File: config.mk
export PLATFORM = sky130hd
export DESIGN_NAME = rgb_color_cycle_fader_pwm_core
export DESIGN_NICKNAME = d
export VERILOG_FILES = /design/src/rtl/rccf_pkg.sv /design/src/rtl/rccf_cfg.sv /design/src/rtl/rccf_core.sv /design/src/rtl/rgb_color_cycle_fader_pwm_core.sv
export SDC_FILE = /design/constraint.sdc
export NUM_CORES = 1
export LEC_CHECK = 0
export ABC_AREA = 1
export BUFFER_PORTS_ARGS = -buffer_cell sky130_fd_sc_hd__buf_2
export CAP_MARGIN = 20
export CORE_MARGIN = 1
export CORE_UTILIZATION = 49
export DETAILED_ROUTE_END_ITERATION = 8
export PLACE_DENSITY = 0.75
export SLEW_MARGIN = 20
export SYNTH_ARGS = -nofsm -noshare
export SYNTH_HDL_FRONTEND = slang
export SYNTH_SLANG_ARGS = --single-unit
export TNS_END_PERCENT = 10
File: constraint.sdc
create_clock -name clk -period 3.7 [get_ports clk]
set_input_delay 0.555 -clock clk [delete_from_list [all_inputs] [get_ports clk]]
set_output_delay 0.555 -clock clk [all_outputs]
set_load 0.03 [all_outputs]
File: src/rtl/rccf_pkg.sv
// package for the rgb color cycle fader with pwm
// holds function codes, color table, result type and field widths
// no dependencies
`default_nettype none

package rccf_pkg;

  localparam int unsigned LevelW = 8;
  localparam int unsigned StepW  = 4;
  localparam int unsigned HoldW  = 8;

  localparam logic [StepW-1:0]  LastStep  = 4'd8;
  localparam logic [StepW-1:0]  FirstStep = 4'd1;
  localparam logic [LevelW-1:0] PwmTop    = 8'd254;
  localparam logic [LevelW-1:0] Full      = 8'd255;

  // reset values of the config registers
  localparam logic [HoldW-1:0] HoldTicksRst    = 8'd90;
  localparam logic [StepW-1:0] LoopBackStepRst = 4'd4;

  // function codes carried in s_axis_tuser
  localparam logic [1:0] FUNC_PWM  = 2'd0;
  localparam logic [1:0] FUNC_FADE = 2'd1;
  localparam logic [1:0] FUNC_LOAD = 2'd2;
  localparam logic [1:0] FUNC_STOP = 2'd3;

  // config register indexes (paddr[2])
  localparam logic REG_HOLD_TICKS     = 1'b0;
  localparam logic REG_LOOP_BACK_STEP = 1'b1;

  typedef struct packed {
    logic [LevelW-1:0] blue;
    logic [LevelW-1:0] green;
    logic [LevelW-1:0] red;
  } rgb_t;

  typedef struct packed {
    logic [StepW-1:0] step_now;
    rgb_t             level;
    logic             blue_on;
    logic             green_on;
    logic             red_on;
  } result_t;

  // goal color of a step; valid for steps 1..8
  function automatic rgb_t goal_color(input logic [StepW-1:0] step);
    rgb_t c;
    c = '0;
    case (step)
      4'd1: c.red = Full;
      4'd2: begin
        c.red   = Full;
        c.green = Full;
      end
      4'd3: c.green = Full;
      4'd4: c.blue = Full;
      4'd5: begin
        c.red  = Full;
        c.blue = Full;
      end
      4'd6: c.red = Full;
      4'd7: begin
        c.red   = Full;
        c.green = Full;
      end
      4'd8: c.green = Full;
      default: c = '0;
    endcase
    return c;
  endfunction

  // one step of a level toward its goal
  function automatic logic [LevelW-1:0] toward(input logic [LevelW-1:0] v,
                                               input logic [LevelW-1:0] g);
    logic [LevelW-1:0] r;
    r = v;
    if (v > g) r = v - 8'd1;
    else if (v < g) r = v + 8'd1;
    return r;
  endfunction

endpackage

`default_nettype wire

File: src/rtl/rccf_cfg.sv
// apb config registers: hold_ticks and loop_back_step
// depends on rccf_pkg
`default_nettype none

module rccf_cfg
  import rccf_pkg::*;
(
  input  wire logic             clk,
  input  wire logic             rst,
  input  wire logic             psel,
  input  wire logic             penable,
  input  wire logic             pwrite,
  input  wire logic [2:0]       paddr,
  input  wire logic [31:0]      pwdata,
  output logic      [31:0]      prdata,
  output logic                  pready,
  output logic      [HoldW-1:0] hold_ticks,
  output logic      [StepW-1:0] loop_back_step
);

  logic wr_en;

  assign pready = 1'b1;
  assign wr_en  = psel & penable & pwrite & pready;

  always_ff @(posedge clk) begin
    if (rst) begin
      hold_ticks     <= HoldTicksRst;
      loop_back_step <= LoopBackStepRst;
    end else if (wr_en) begin
      case (paddr[2])
        REG_HOLD_TICKS:     hold_ticks     <= pwdata[HoldW-1:0];
        REG_LOOP_BACK_STEP: loop_back_step <= pwdata[StepW-1:0];
        default: ;
      endcase
    end
  end

  always_comb begin
    case (paddr[2])
      REG_HOLD_TICKS:     prdata = {{(32-HoldW){1'b0}}, hold_ticks};
      REG_LOOP_BACK_STEP: prdata = {{(32-StepW){1'b0}}, loop_back_step};
      default:            prdata = '0;
    endcase
  end

endmodule

`default_nettype wire

File: src/rtl/rccf_core.sv
// fader state and its update per item: pwm counter, levels, goals, step
// depends on rccf_pkg
`default_nettype none

module rccf_core
  import rccf_pkg::*;
(
  input  wire logic             clk,
  input  wire logic             rst,
  input  wire logic             fire,
  input  wire logic [1:0]       func,
  input  wire rgb_t             load,
  input  wire logic [HoldW-1:0] hold_ticks,
  input  wire logic [StepW-1:0] loop_back_step,
  output result_t               result
);

  rgb_t              level, level_next;
  rgb_t              goal, goal_next;
  logic [StepW-1:0]  color_index, color_index_next;
  logic [HoldW-1:0]  hold_count, hold_count_next;
  logic [LevelW-1:0] pwm_count, pwm_count_next;

  rgb_t              faded;
  rgb_t              table_goal;
  logic [StepW-1:0]  step_start;
  logic [StepW-1:0]  step_inc;
  logic [StepW-1:0]  back;
  logic              in_table;

  // fade tick helpers
  always_comb begin
    step_start = (color_index == '0) ? FirstStep : color_index;
    faded.red   = toward(level.red, goal.red);
    faded.green = toward(level.green, goal.green);
    faded.blue  = toward(level.blue, goal.blue);
    in_table    = (step_start >= FirstStep) && (step_start <= LastStep);
    table_goal  = in_table ? goal_color(step_start) : goal;
    step_inc    = step_start + 4'd1;
    // loop-back step clamped into 1..8
    if (loop_back_step == '0) back = FirstStep;
    else if (loop_back_step > LastStep) back = LastStep;
    else back = loop_back_step;
  end

  always_comb begin
    level_next       = level;
    goal_next        = goal;
    color_index_next = color_index;
    hold_count_next  = hold_count;
    pwm_count_next   = pwm_count;
    case (func)
      FUNC_PWM: begin
        pwm_count_next = (pwm_count >= PwmTop) ? '0 : pwm_count + 8'd1;
      end
      FUNC_FADE: begin
        level_next       = faded;
        color_index_next = step_start;
        if (hold_count != '0) begin
          hold_count_next = hold_count - 8'd1;
        end else begin
          goal_next = table_goal;
          if (faded == table_goal) begin
            if (step_inc > LastStep || step_inc == '0) color_index_next = back;
            else color_index_next = step_inc;
            hold_count_next = hold_ticks;
          end
        end
      end
      FUNC_LOAD: begin
        level_next = load;
      end
      FUNC_STOP: begin
        color_index_next = '0;
      end
      default: ;
    endcase
  end

  always_ff @(posedge clk) begin
    if (rst) begin
      level       <= '0;
      goal        <= '0;
      color_index <= '0;
      hold_count  <= '0;
      pwm_count   <= '0;
    end else if (fire) begin
      level       <= level_next;
      goal        <= goal_next;
      color_index <= color_index_next;
      hold_count  <= hold_count_next;
      pwm_count   <= pwm_count_next;
    end
  end

  // on flags use the state before the item
  always_comb begin
    result.red_on   = level.red > pwm_count;
    result.green_on = level.green > pwm_count;
    result.blue_on  = level.blue > pwm_count;
    result.level    = level_next;
    result.step_now = color_index_next;
  end

endmodule

`default_nettype wire

File: src/rtl/rgb_color_cycle_fader_pwm_core.sv
// top level of the rgb color cycle fader with three-channel pwm
// depends on rccf_pkg, rccf_cfg, rccf_core
//
// usage:
//   s_axis: one word per item; tuser carries the function code (pwm tick,
//   fade tick, load levels, stop cycle), tdata carries the three load levels.
//   m_axis: one word per item with the three pwm on flags, the three levels
//   after the item and the current color step (0 means stopped).
//   apb: hold_ticks at address 0, loop_back_step at address 4; write only
//   while no item is in flight.
// path: a word accepted on s_axis lands in the input register, is processed
//   once the result register is free and is then held in the result register for m_axis.
// throughput: one word per cycle while m_axis_tready is high; the state update
//   is a single pass of compares and increments between the input register and
//   the result register, so back-to-back words see each other's state.
// reset: synchronous rst clears levels, goals, step, hold count and pwm
//   counter, empties both registers and sets hold_ticks to 90 and
//   loop_back_step to 4.
// stall: when m_axis_tready is low the result register holds its word and
//   the input register fills; s_axis_tready drops only when both are full.
`default_nettype none

module rgb_color_cycle_fader_pwm_core
  import rccf_pkg::*;
(
  input  wire logic        clk,
  input  wire logic        rst,
  // input stream
  input  wire logic        s_axis_tvalid,
  output logic             s_axis_tready,
  input  wire logic [23:0] s_axis_tdata,  // load_red[7:0], load_green[15:8], load_blue[23:16]
  input  wire logic [1:0]  s_axis_tuser,  // func[1:0]
  // result stream
  output logic             m_axis_tvalid,
  input  wire logic        m_axis_tready,
  output logic [31:0]      m_axis_tdata,  // red_on[0], green_on[1], blue_on[2],
                                          // red_level[10:3], green_level[18:11],
                                          // blue_level[26:19], step_now[30:27], zero[31]
  // config port
  input  wire logic        psel,
  input  wire logic        penable,
  input  wire logic        pwrite,
  input  wire logic [2:0]  paddr,
  input  wire logic [31:0] pwdata,
  output logic      [31:0] prdata,
  output logic             pready
);

  logic [HoldW-1:0] hold_ticks;
  logic [StepW-1:0] loop_back_step;

  // input register
  logic       in_valid;
  logic [1:0] in_func;
  rgb_t       in_load;

  // result register
  result_t    out_word;
  result_t    core_result;

  logic       out_free;
  logic       fire;

  rccf_cfg u_cfg (
    .clk            (clk),
    .rst            (rst),
    .psel           (psel),
    .penable        (penable),
    .pwrite         (pwrite),
    .paddr          (paddr),
    .pwdata         (pwdata),
    .prdata         (prdata),
    .pready         (pready),
    .hold_ticks     (hold_ticks),
    .loop_back_step (loop_back_step)
  );

  // result register can take a word when empty or being drained
  assign out_free      = !m_axis_tvalid || m_axis_tready;
  assign fire          = in_valid && out_free;
  assign s_axis_tready = !in_valid || fire;

  always_ff @(posedge clk) begin
    if (rst) begin
      in_valid <= 1'b0;
    end else if (s_axis_tready) begin
      in_valid <= s_axis_tvalid;
    end
  end

  always_ff @(posedge clk) begin
    if (s_axis_tready && s_axis_tvalid) begin
      in_func <= s_axis_tuser;
      in_load <= s_axis_tdata;
    end
  end

  rccf_core u_core (
    .clk            (clk),
    .rst            (rst),
    .fire           (fire),
    .func           (in_func),
    .load           (in_load),
    .hold_ticks     (hold_ticks),
    .loop_back_step (loop_back_step),
    .result         (core_result)
  );

  always_ff @(posedge clk) begin
    if (rst) begin
      m_axis_tvalid <= 1'b0;
    end else if (out_free) begin
      m_axis_tvalid <= in_valid;
    end
  end

  always_ff @(posedge clk) begin
    if (fire) begin
      out_word <= core_result;
    end
  end

  assign m_axis_tdata = {1'b0, out_word};

endmodule

`default_nettype wire

After elaboration in Yosys (flattened, before gate mapping) --
Index checks and enable logic that the tools add are counted.
Word-level totals: bits in registers 139, latch bits 0, bits in writable memories 0, bits in read-only memories 0, input port bits 68, output and inout bits 67, logic and storage cells 107, memories 0
Cells by class: add/sub/neg operators 9, multipliers 0, div/mod/pow operators 0, magnitude comparators 14, equal/unequal tests 12, shifts and indexed selects 0, mux-type cells 22, bitwise operators 4, reduce and logical (&&, ||, !) cells 22
Operators by type and width (count):
- two-way mux 8 bit | 12
- one-hot mux 32 bit (2 select lines) | 1
- > comparator 8 bit | 6
- one-hot mux 24 bit (2 select lines) | 1
- adder 8 x 1 -> 8 bit, second input constant | 4
- subtractor 8 x 1 -> 8 bit, second input constant | 4
- equality test 24 bit | 1
- < comparator 8 bit | 3
- two-way mux 24 bit | 1
- two-way mux 4 bit | 6
- equality test 4 x 3 -> 1 bit, second input constant | 4
- zero test 4 bit | 3
- equality test 4 x 2 -> 1 bit, second input constant | 2
- >= comparator 8 bit, second input constant | 1
- > comparator 4 bit, second input constant | 2
- one-hot mux 4 bit (2 select lines) | 1
- nonzero test 8 bit | 1
- AND reduction 2 bit | 3
- AND reduction 3 bit | 2
- OR reduction 5 bit | 1
- adder 4 x 1 -> 4 bit, second input constant | 1
- equality test 2 bit, second input constant | 2
- equality test 4 x 1 -> 1 bit, second input constant | 1
- equality test 4 bit, second input constant | 1
- other kinds (12) | 19

Depth between registers and ports, before layout --
word-level depth 10, gate-level depth with buffers 25, gate-level depth less buffers 25

Hierarchy --
Synthesis repeated with hierarchy kept, for this count alone.
Unflattened totals: cells, all modules 1258, area, all modules 9180.1 µm²
By module, submodules not included:
- rccf_core | times used 1, cells an instance 1067, area each 6575.1 µm², seq. area each 1361.3 µm²
- rgb_color_cycle_fader_pwm_core | times used 1, cells an instance 71, area each 1814.2 µm², seq. area each 1751.7 µm²
- rccf_cfg | times used 1, cells an instance 120, area each 790.8 µm², seq. area each 240.2 µm²

Worst setup path after synthesis --
No wires, ideal clock.
path type input -> register, start point input m_axis_tready, end point register u_core.pwm_count[2], library setup time 0.160 ns, arrival 2.691 ns, data required time 3.540 ns, setup slack 0.849 ns, stages 7, buffers on the path 0, cells stage by stage inv_1 > nand2_1 > nand2_1 > inv_1 > nand2_1 > o41ai_1 > nor3b_1
Between the ends: longest elaborated chain between the ends 3
RTL lines:
- start, declared | line rgb_color_cycle_fader_pwm_core.sv:35 | input wire logic m_axis_tready,
- logical OR 1 bit | line rgb_color_cycle_fader_pwm_core.sv:79 | assign out_free = !m_axis_tvalid || m_axis_tready;
- logical AND 1 bit | line rgb_color_cycle_fader_pwm_core.sv:80 | assign fire = in_valid && out_free;
- via fire | line rgb_color_cycle_fader_pwm_core.sv:62 | logic fire;
- AND reduction 2 bit (no source line)
- end signal, assigned | line rccf_core.sv:92 | pwm_count <= pwm_count_next;
- end, declared | line rccf_core.sv:22 | logic [LevelW-1:0] pwm_count, pwm_count_next;
The timed path passes the listed nets, and every way through them passes these cells. A chain may end at the register's enable or synchronous reset.

Final worst setup path --
start point register u_core.level[18] (netlist bit), end point register u_core.hold_count[4]
Between the ends: longest elaborated chain between the ends 6, elaborated cells on any way between the ends 9, classes of those cells 2 x add/sub; 2 x order compare; 1 x eq/ne; 2 x mux; 2 x reduce/logical
RTL lines:
- start, declared | line rccf_core.sv:18 | rgb_t level, level_next;
- start signal, assigned | line rccf_core.sv:88 | level <= level_next;
- adder 8 x 1 -> 8 bit or < comparator 8 bit (tied branches) | line rccf_pkg.sv:78 | else if (v < g) r = v + 8'd1;
- two-way mux 8 bit | line rccf_pkg.sv:78
- two-way mux 8 bit * | line rccf_pkg.sv:77 | if (v > g) r = v - 8'd1;
- equality test 24 bit * | line rccf_core.sv:63 | if (faded == table_goal) begin
- nonzero test 2 bit (no source line) *
- AND reduction 3 bit (no source line) *
- end signal, assigned | line rccf_core.sv:91 | hold_count <= hold_count_next;
- end, declared | line rccf_core.sv:21 | logic [HoldW-1:0] hold_count, hold_count_next;
Mark *: on every way between the ends. The rest lies on a longest branch, timed or not.

==> metrics.md <==
| Metric | Value |
|---|---|
| Status | finished, final reports clean |
| WP data arrival | 3480 ps |
| DRC viols | 0 |
| Clock sinks | 139 |
| R2r setup slk | 510 ps |
| Most used DFF post-synth | dfxtp_1 |
| Synth unique cells | 42 |
| Wire per inst | 14.7 um |
| Asr flop ratio synth | 0 |
| VDD IR max | 326 uV |
| Root Driver | clkbuf_16 |
| Worst Slack Setup Final | 511 ps |
| Final setup violation count | 0 |
| Slew @ Worst Pin | 920 ps |
| # IOs | 135 |
| Largest net degree at the start of global routing | 49 |
| Slew HR | 0.379 |
| Crit path kind | flip-flop to flip-flop |
| GPL Wtd Cong | 0.938 |
| Final nets | 1425 |
| FMAX | 0.314 GHz |
| Mapped Area | 0.00896 mm2 |
| YS warnings | 0 |
| GRT Util Overall | 0.250 |
| Number of DRC markers in iteration 0 | 720 |
| CTS H-tree lvls | 4 |
| Initial Util | 0.499 |
| Avg Cell Area, Syn | 7.37 um2 |
| DRT Pass-1 Iters | 5 |
| Critical-path maximum fanout | 12 |
| Hold crit path type | primary input to flip-flop |
| Clk_lat worst skew | 430 ps |
| Met2 routed WL | 10200 um |
| Drt via density | 5.36 |
| Filler cells | 1649 |
| N_diodes | 0 |
| I/O Buffers | 82 |
| DR top layer | met4 |
| Hold Buf Count CTS | 0 |
| Max Cap Viol | 0 |
| TritonCTS clock tree | yes |
| CP Launch Type | flip-flop |
| Post CTS Setup Buffer Count | 0 |
| Count of flip-flops with a built-in enable after synthesis | 57 |
| Final worst path period need | 3190 ps |
| Period Utilization, post-route | 0.862 |
| Setup WS pre-CTS | 557 ps |
| Layout cells sized above 1 | 0.125 |
| Flops & latches, synth | 139 |
| Total gr overflow | 0 |
| Mapped Cells | 1216 |
| Die Ht | 137 um |
| Met3 WL post-DR | 1340 um |
| Clk_skew | 7.89 ps |
| Reg clk slew, reported paths | 60 ps |
| Initial antenna violation count | 0 |
| Power Density | 489 mW/mm2 |
| Global-route wire length before repair | 36200 um |
| Row count | 49 |
| Detail Route Antenna Nets | 0 |
| Setup_tns | 0 ps |
| Final Hold Viols | 0 |
| Inserted Clock Buffers | 17 |
| Vias in the first global route | 7465 |
| Die ar. | 0.0188 mm2 |
| Die width | 137 um |
| Clk buf depth | 2 |
| Leak | 4.72 nW |
| Synthesis-to-finish area growth | 13.5% |
| Crit end category | flip-flop |
| Sequential-to-total area share from yosys stat | 0.374 |
| Final Max Slew Viols | 0 |
| RSZ-0062 raised after global routing | no |
| WL final | 22600 um |
| Met1 wire length | 10200 um |
| Total core area | 0.0180 mm2 |
| CTS resizes | 0 |
| Detail Placement HPWL | 16000 um |
| Worst path required time | 3990 ps |
| Via count | 8242 |
| Hold_ws | 298 ps |
## state kept, by name, summed over array words and instances, names as in the netlist
signal and cells:
u_core.pwm_count 8, u_core.color_index 4, u_core.hold_count 8, in_load 24, m_axis_tvalid 1, u_core.goal 24
u_core.level 24, u_cfg.loop_back_step 4, m_axis_tdata 31, in_valid 1, in_func 2, u_cfg.hold_ticks 8
## path summary, 6_finish.rpt
path / start / end / cells after the start
max: u_core.level[18]$_SDFFE_PP0P_ / u_core.hold_count[4]$_SDFFE_PP0P_ / 21
min: s_axis_tdata[12] / in_load[12]$_DFFE_PP_ / 1
max reg2reg: u_core.level[18]$_SDFFE_PP0P_ / u_core.hold_count[4]$_SDFFE_PP0P_ / 21
min reg2reg: u_core.hold_count[7]$_SDFFE_PP0P_ / u_core.hold_count[7]$_SDFFE_PP0P_ / 2
## cells in the final DEF (no fill, tap or decap), types with 12 or more instances in the layout
master     synthesis  routed
ha_1              61      61
inv_1            141     141
o21ai_0           56      56
dfxtp_1           82      82
edfxtp_1          57      57
nor2_1            94      94
nand4_1           12      12
buf_4             27      18
buf_2              7      82
a21oi_1           91      91
nand2_1          283     282
xor2_1            17      17
a22oi_1           24      24
conb_1             2      26
a211oi_1          25      25
o21ai_1           24      24
nand3_1          112     112
clkbuf_16          0      20
## Yosys cell counts, types with 8 or more instances
master	instances	area share
nand2_1	283	0.12
inv_1	141	0.059
nand3_1	112	0.063
nor2_1	94	0.039
a21oi_1	91	0.051
dfxtp_1	82	0.18
ha_1	61	0.085
edfxtp_1	57	0.19
o21ai_0	56	0.031
buf_4	27	0.023
clkbuf_1	26	0.011
a211oi_1	25	0.021
a22oi_1	24	0.020
o21ai_1	24	0.013
xor2_1	17	0.017
nand4_1	12	0.0084
nor3_1	10	0.0056
nand2_2	9	0.0063
inv_2	8	0.0034
xnor2_1	8	0.0078
## kinds of logic after synthesis
group	after synthesis	synth area share
other	2	0.000838
buffers and inverters	213	0.103
flip-flops	139	0.374
AND/OR/NAND/NOR	542	0.261
AO/OA/AOI/OAI	234	0.151
adder cells (fa/ha/maj)	61	0.0852
XOR/XNOR	25	0.0244
## critical path: stages, from the launching register on
cell and delay, ps:
dfxtp_1 560, ha_1 310, nand2_1 60, inv_1 60, nand2_1 60, nand2_1 40
nand2_1 180, nand2_2 200, nand2_2 180, inv_1 120, nand2_1 150, nand2_1 70
nand2_1 50, nand2_1 50, nor2_1 80, nand3_1 100, nor2_2 270, nand2_2 110
nand2_4 130, nand2_2 120, nand2_1 80, a21oi_1 60
## final cells by class
type / count / area (um2) / share of cell area
clock buffer: 26 / 563 / 0.0554
inverter: 149 / 559 / 0.0550
timing repair buffer: 101 / 566 / 0.0556
multi-input combinational: 888 / 4780 / 0.470
sequential: 139 / 3350 / 0.330
clock inverter: 6 / 67.6 / 0.00664
tap: 229 / 287 / 0.0282
## through the flow
| stage | total power, mW | std cells | area, um2 | utilization |
|---|---|---|---|---|
| floorplan | 2.87 | 1240 | 9050 | - |
| global placement | 3.18 | 1506 | 9540 | 0.531 |
| detailed placement | 3.19 | 1506 | 9540 | 0.531 |
| CTS | 4.98 | 1538 | 10200 | 0.566 |
| global route | 5.26 | 1538 | 10200 | 0.566 |
| finish | 4.97 | 1538 | 10200 | 0.566 |
## per-layer routing
metal | track usage | vias to the layer above
li1 | - | 4192
met2 | 0.394 | 242
met5 | 0 | -
met1 | 0.325 | 3753
met4 | 0.115 | 0
met3 | 0.0548 | 55
## power by group
part / internal (mW) / total, mW / switching (mW)
combinational: 0.448 / 1.43 / 0.978
clock: 1.12 / 1.78 / 0.659
sequential: 1.70 / 1.77 / 0.0674
total: 3.27 / 4.97 / 1.70
Power figures use the tool's default switching activity.
